===== src/hdl/mlfq_ram.sv =====
`default_nettype none
module mlfq_ram #(
    parameter int WIDTH = 8,
    parameter int DEPTH = 32
) (
    input  wire                      aclk,
    input  wire                      wr_en,
    input  wire  [$clog2(DEPTH)-1:0] wr_addr,
    input  wire  [WIDTH-1:0]         wr_data,
    input  wire                      rd_en,
    input  wire  [$clog2(DEPTH)-1:0] rd_addr,
    output logic [WIDTH-1:0]         rd_data
);
    logic [WIDTH-1:0] mem [DEPTH];
    logic [WIDTH-1:0] rd_data_reg;

    always_ff @(posedge aclk) begin
        if (wr_en) begin
            mem[wr_addr] <= wr_data;
        end
        if (rd_en) begin
            rd_data_reg <= mem[rd_addr];
        end
    end

    assign rd_data = rd_data_reg;
endmodule
`default_nettype wire


===== config.mk =====
export PLATFORM = sky130hd
export DESIGN_NAME = mlfq_ram
export DESIGN_NICKNAME = d
export VERILOG_FILES = /design/src/hdl/mlfq_ram.sv
export SDC_FILE = /design/constraint.sdc
export NUM_CORES = 1
export LEC_CHECK = 0
export CELL_PAD_IN_SITES_DETAIL_PLACEMENT = 1
export CELL_PAD_IN_SITES_GLOBAL_PLACEMENT = 1
export CORE_ASPECT_RATIO = 1.25
export CORE_MARGIN = 3
export CORE_UTILIZATION = 55
export CTS_CLUSTER_SIZE = 40
export DETAILED_ROUTE_END_ITERATION = 8
export DONT_BUFFER_PORTS = 1
export PLACE_DENSITY = 0.74
export SKIP_CTS_REPAIR_TIMING = 1
export SLEW_MARGIN = 20
export SYNTH_ARGS = -nofsm -noshare
export SYNTH_HDL_FRONTEND = slang
export SYNTH_SLANG_ARGS = --single-unit

===== constraint.sdc =====
create_clock -name aclk -period 2.5 [get_ports aclk]
set_input_delay 0.25 -clock aclk [delete_from_list [all_inputs] [get_ports aclk]]
set_output_delay 0.25 -clock aclk [all_outputs]
set_load 0.01 [all_outputs]

Word level (Yosys, flattened, before mapping)

Memories as Yosys holds them, arrays and structs flattened. A register that Yosys moved wholly into a read port is not among the register bits.
Index checks and enable logic that the tools add are counted.
Widths: inputs -> output; s select.

Mux-type cells: 2

Operators by type and width:

| operator | count |
|---|---|
| $mux 1   | 2 |

Register bits: 0
Bits in writable memories: 256
Bits of input ports: 21
Logic and storage cells: 3
Memories kept: 1

Memories:

| memory | depth | bits a word | rd ports | clocked after memory_dff | wr ports | RTL line | source |
|---|---|---|---|---|---|---|---|
| mem    | 32    | 8           | 1        | 1                        | 1        | 14       | `logic [WIDTH-1:0] mem [DEPTH];` |

Longest topological paths before layout

Word-level depth: 2
Mapped depth: 5
Mapped depth without buffers: 3

Worst setup path before layout

Ideal clock, no wire load.

Path kind: input-to-reg
Start point: in rd_addr[2]
End point: reg rd_data_reg[0] (netlist: rd_data[0]), read port of mem, data pin
Setup time: 0.260 ns
Arrival: 1.932 ns
Required time: 2.240 ns
Slack: 0.308 ns
Stages: 5
Path buffers: 2
Cell sequence: clkbuf_1 > clkbuf_1 > mux4_2 > mux4_2 > mux2_2

RTL lines:

| what            | RTL line | source |
|---|---|---|
| start, declared | 11       | `input wire [$clog2(DEPTH)-1:0] rd_addr,` |
| end, declared   | 15       | `logic [WIDTH-1:0] rd_data_reg;` |

==> impl_metrics.env <==
export IMPL_drive_above_1_share_pct=33.5
export IMPL_start_util_pct=57.0
export IMPL_cts_htree_levels=1
export IMPL_place_area_mm2=0.0105
export IMPL_worst_pin_slew_ps=802
export IMPL_firstDrtPassIters=5
export IMPL_yosysTopAreaCell="edfxtp_1"
export IMPL_largest_register_ffs=256
export IMPL_synth_nets=438
export IMPL_nets=483
export IMPL_overflow=0
export IMPL_synth_area_top_cells="edfxtp_1, mux4_2, nor2_1"
export IMPL_ys_ff_latch=264
export IMPL_antenna_found_initial=0
export IMPL_grt_pass1_wl_mm=31.7
export IMPL_switching_share_pct=19.3
export IMPL_finalHoldViolCount=0
export IMPL_status="completed"
export IMPL_cp_max_fo=1
export IMPL_dieWidth_um=127
export IMPL_synth_top_area_share_pct=78.2
export IMPL_final_area_mm2=0.0115
export IMPL_cts_buffers=25
export IMPL_num_rows=54
export IMPL_yosysSeqAreaShare_pct=78.2
export IMPL_first_global_vias=4707
export IMPL_clk_latency_ps=520
export IMPL_start_kind="register"
export IMPL_finalWorstSetupSlack_ps=522
export IMPL_regArea_mm2=0.00793
export IMPL_cap_violations=0
export IMPL_peakVddDrop_mv=0.589
export IMPL_nFillCells=1388
export IMPL_max_freq_ghz=0.506
export IMPL_holdPathStages=1
export IMPL_worst_setup_path_type="reg2reg"
export IMPL_pin_count=29
export IMPL_drtIter0Drc=450
export IMPL_vias=4461
export IMPL_multi_input_area_mm2=0.00210
export IMPL_slew_viol_final=0
export IMPL_arrival_ps=2240
export IMPL_wirelength_mm=20.9
export IMPL_finalSetupViolCount=0
export IMPL_viasPerCell=6.35
export IMPL_power_density_mw_per_mm2=785
export IMPL_cts_root_buf="clkbuf_16"
export IMPL_hp_class="in2reg"
export IMPL_yosys_warnings=0
export IMPL_timing_final_crit_period_ps=1980
export IMPL_drt_drc_violations_left=0
export IMPL_end_kind="register"
export IMPL_floorplan_die_area_mm2=0.0201
export IMPL_die_h_um=158
export IMPL_io_buffer_count=0
export IMPL_syn_inst=417
export IMPL_place_ws_ps=533
export IMPL_p_comb_share_pct=4.2
export IMPL_clk_path_buf_depth=3
export IMPL_core_area_mm2=0.0178
export IMPL_grt_setup_unrepaired="false"
export IMPL_synthesis_area_mm2=0.0101
export IMPL_finClkSkew_ps=8.23
export IMPL_cts_sinks=264
export IMPL_p_int_mw=7.28
export IMPL_area_growth_pct=13.3
export IMPL_grt_max_degree=65
export IMPL_whs_ps=30.0
export IMPL_finalSetupTns_ps=0
export IMPL_p_switching_mw=1.74
export IMPL_grt_use_total_pct=21.8
export IMPL_cts_tree="built"
export IMPL_p_leak_nw=3.60
export IMPL_clk_pin_slew_ps=60
export IMPL_wl_per_cell_um=29.8
export IMPL_pwr_share_clk_pct=40.8
export IMPL_r2r_cells=3
export IMPL_post_route_period_util_pct=79.1
export IMPL_gp_congestion=0.740
export IMPL_maxSlewHeadroom_pct=46.3
export IMPL_syn_avg_cell_area_um2=24.3
export IMPL_post_dp_hpwl_mm=12.6
export IMPL_required_ps=2760
export IMPL_antenna_cells=0
export IMPL_ys_types=14
export IMPL_ant_nets=0
export IMPL_pwr_share_seq_pct=55.0
## synth_stat cells
| master | n |
|---|---|
| mux4_2 | 80 |
| or3_1 | 1 |
| buf_1 | 6 |
| or3b_2 | 3 |
| nor2_1 | 33 |
| buf_6 | 1 |
| buf_4 | 6 |
| clkbuf_1 | 6 |
| nand3_1 | 2 |
| buf_2 | 1 |
| edfxtp_1 | 264 |
| nand2_1 | 1 |
| mux2_2 | 8 |
| nand3b_1 | 5 |
## final timing paths
kind / start / endpoint / slack [ps]
setup / recovery: mem[5][3]$_DFFE_PP_ / rd_data[3]$_DFFE_PP_ / 520
hold / removal: wr_data[1] / mem[3][1]$_DFFE_PP_ / 30
setup reg to reg: mem[5][3]$_DFFE_PP_ / rd_data[3]$_DFFE_PP_ / 520
hold reg to reg: mem[7][7]$_DFFE_PP_ / rd_data[7]$_DFFE_PP_ / 1020
## layout by cell type (no fill, tap or decap)
master / count
edfxtp_1: 264
mux4_2: 80
nor2_1: 33
buf_4: 28
clkbuf_16: 25
mux2_2: 8
buf_12: 8
nand3b_1: 5
clkbuf_1: 5
clkinv_1: 5
or3b_2: 3
bufinv_16: 3
clkinv_2: 3
nand3_1: 2
dlygate4sd3_1: 2
nand2_1: 1
or3_1: 1
inv_6: 1
clkinv_4: 1
## final cells by class
| cell class | instances | area share, % |
|---|---|---|
| flip-flops and latches | 264 | 69.0 |
| multi-input cells | 133 | 18.3 |
| clock buffers | 30 | 5.61 |
| repair buffers | 38 | 3.40 |
| well taps | 224 | 2.44 |
| clock inverters | 13 | 1.23 |
## power by group through the flow
stage	logic [mW]	registers (mW)	clock network [mW]
after detailed placement	0.274	5.06	0
after global placement	0.269	5.05	0
after floorplan	0.263	5.05	0
after global routing	0.398	4.97	3.93
final	0.376	4.96	3.68
after CTS	0.277	4.97	3.76
## through the flow
stage	total power, mW	util (%)	cells
floorplan	5.31	-	417
global placement	5.32	59.2	649
detailed placement	5.34	59.2	649
CTS	9.00	63.6	692
global route	9.29	64.6	702
finish	9.02	64.6	702
## kinds of logic (layout without fill, tap and decap cells)
family	count (synthesis)	after routing	synth area share, %
and+or+nand+nor	45	45	2.05
DFF	264	264	78.2
buffers and inverters	20	81	1.05
muxes	88	88	18.7
## worst max-delay path: stages, from the launching register on
cell and delay, ps:
edfxtp_1 370, mux4_2 530, mux4_2 510, mux2_2 310
## per-layer routing
layer / vias up / GRT usage (%) / routed length, um
li1: 1867 / - / -
met1: 2377 / 33.1 / 8850
met2: 186 / 34.3 / 10200
met3: 31 / 3.54 / 1380
met4: 0 / 5.16 / 421
met5: - / 0 / 0
Power figures use the tool's default switching activity.
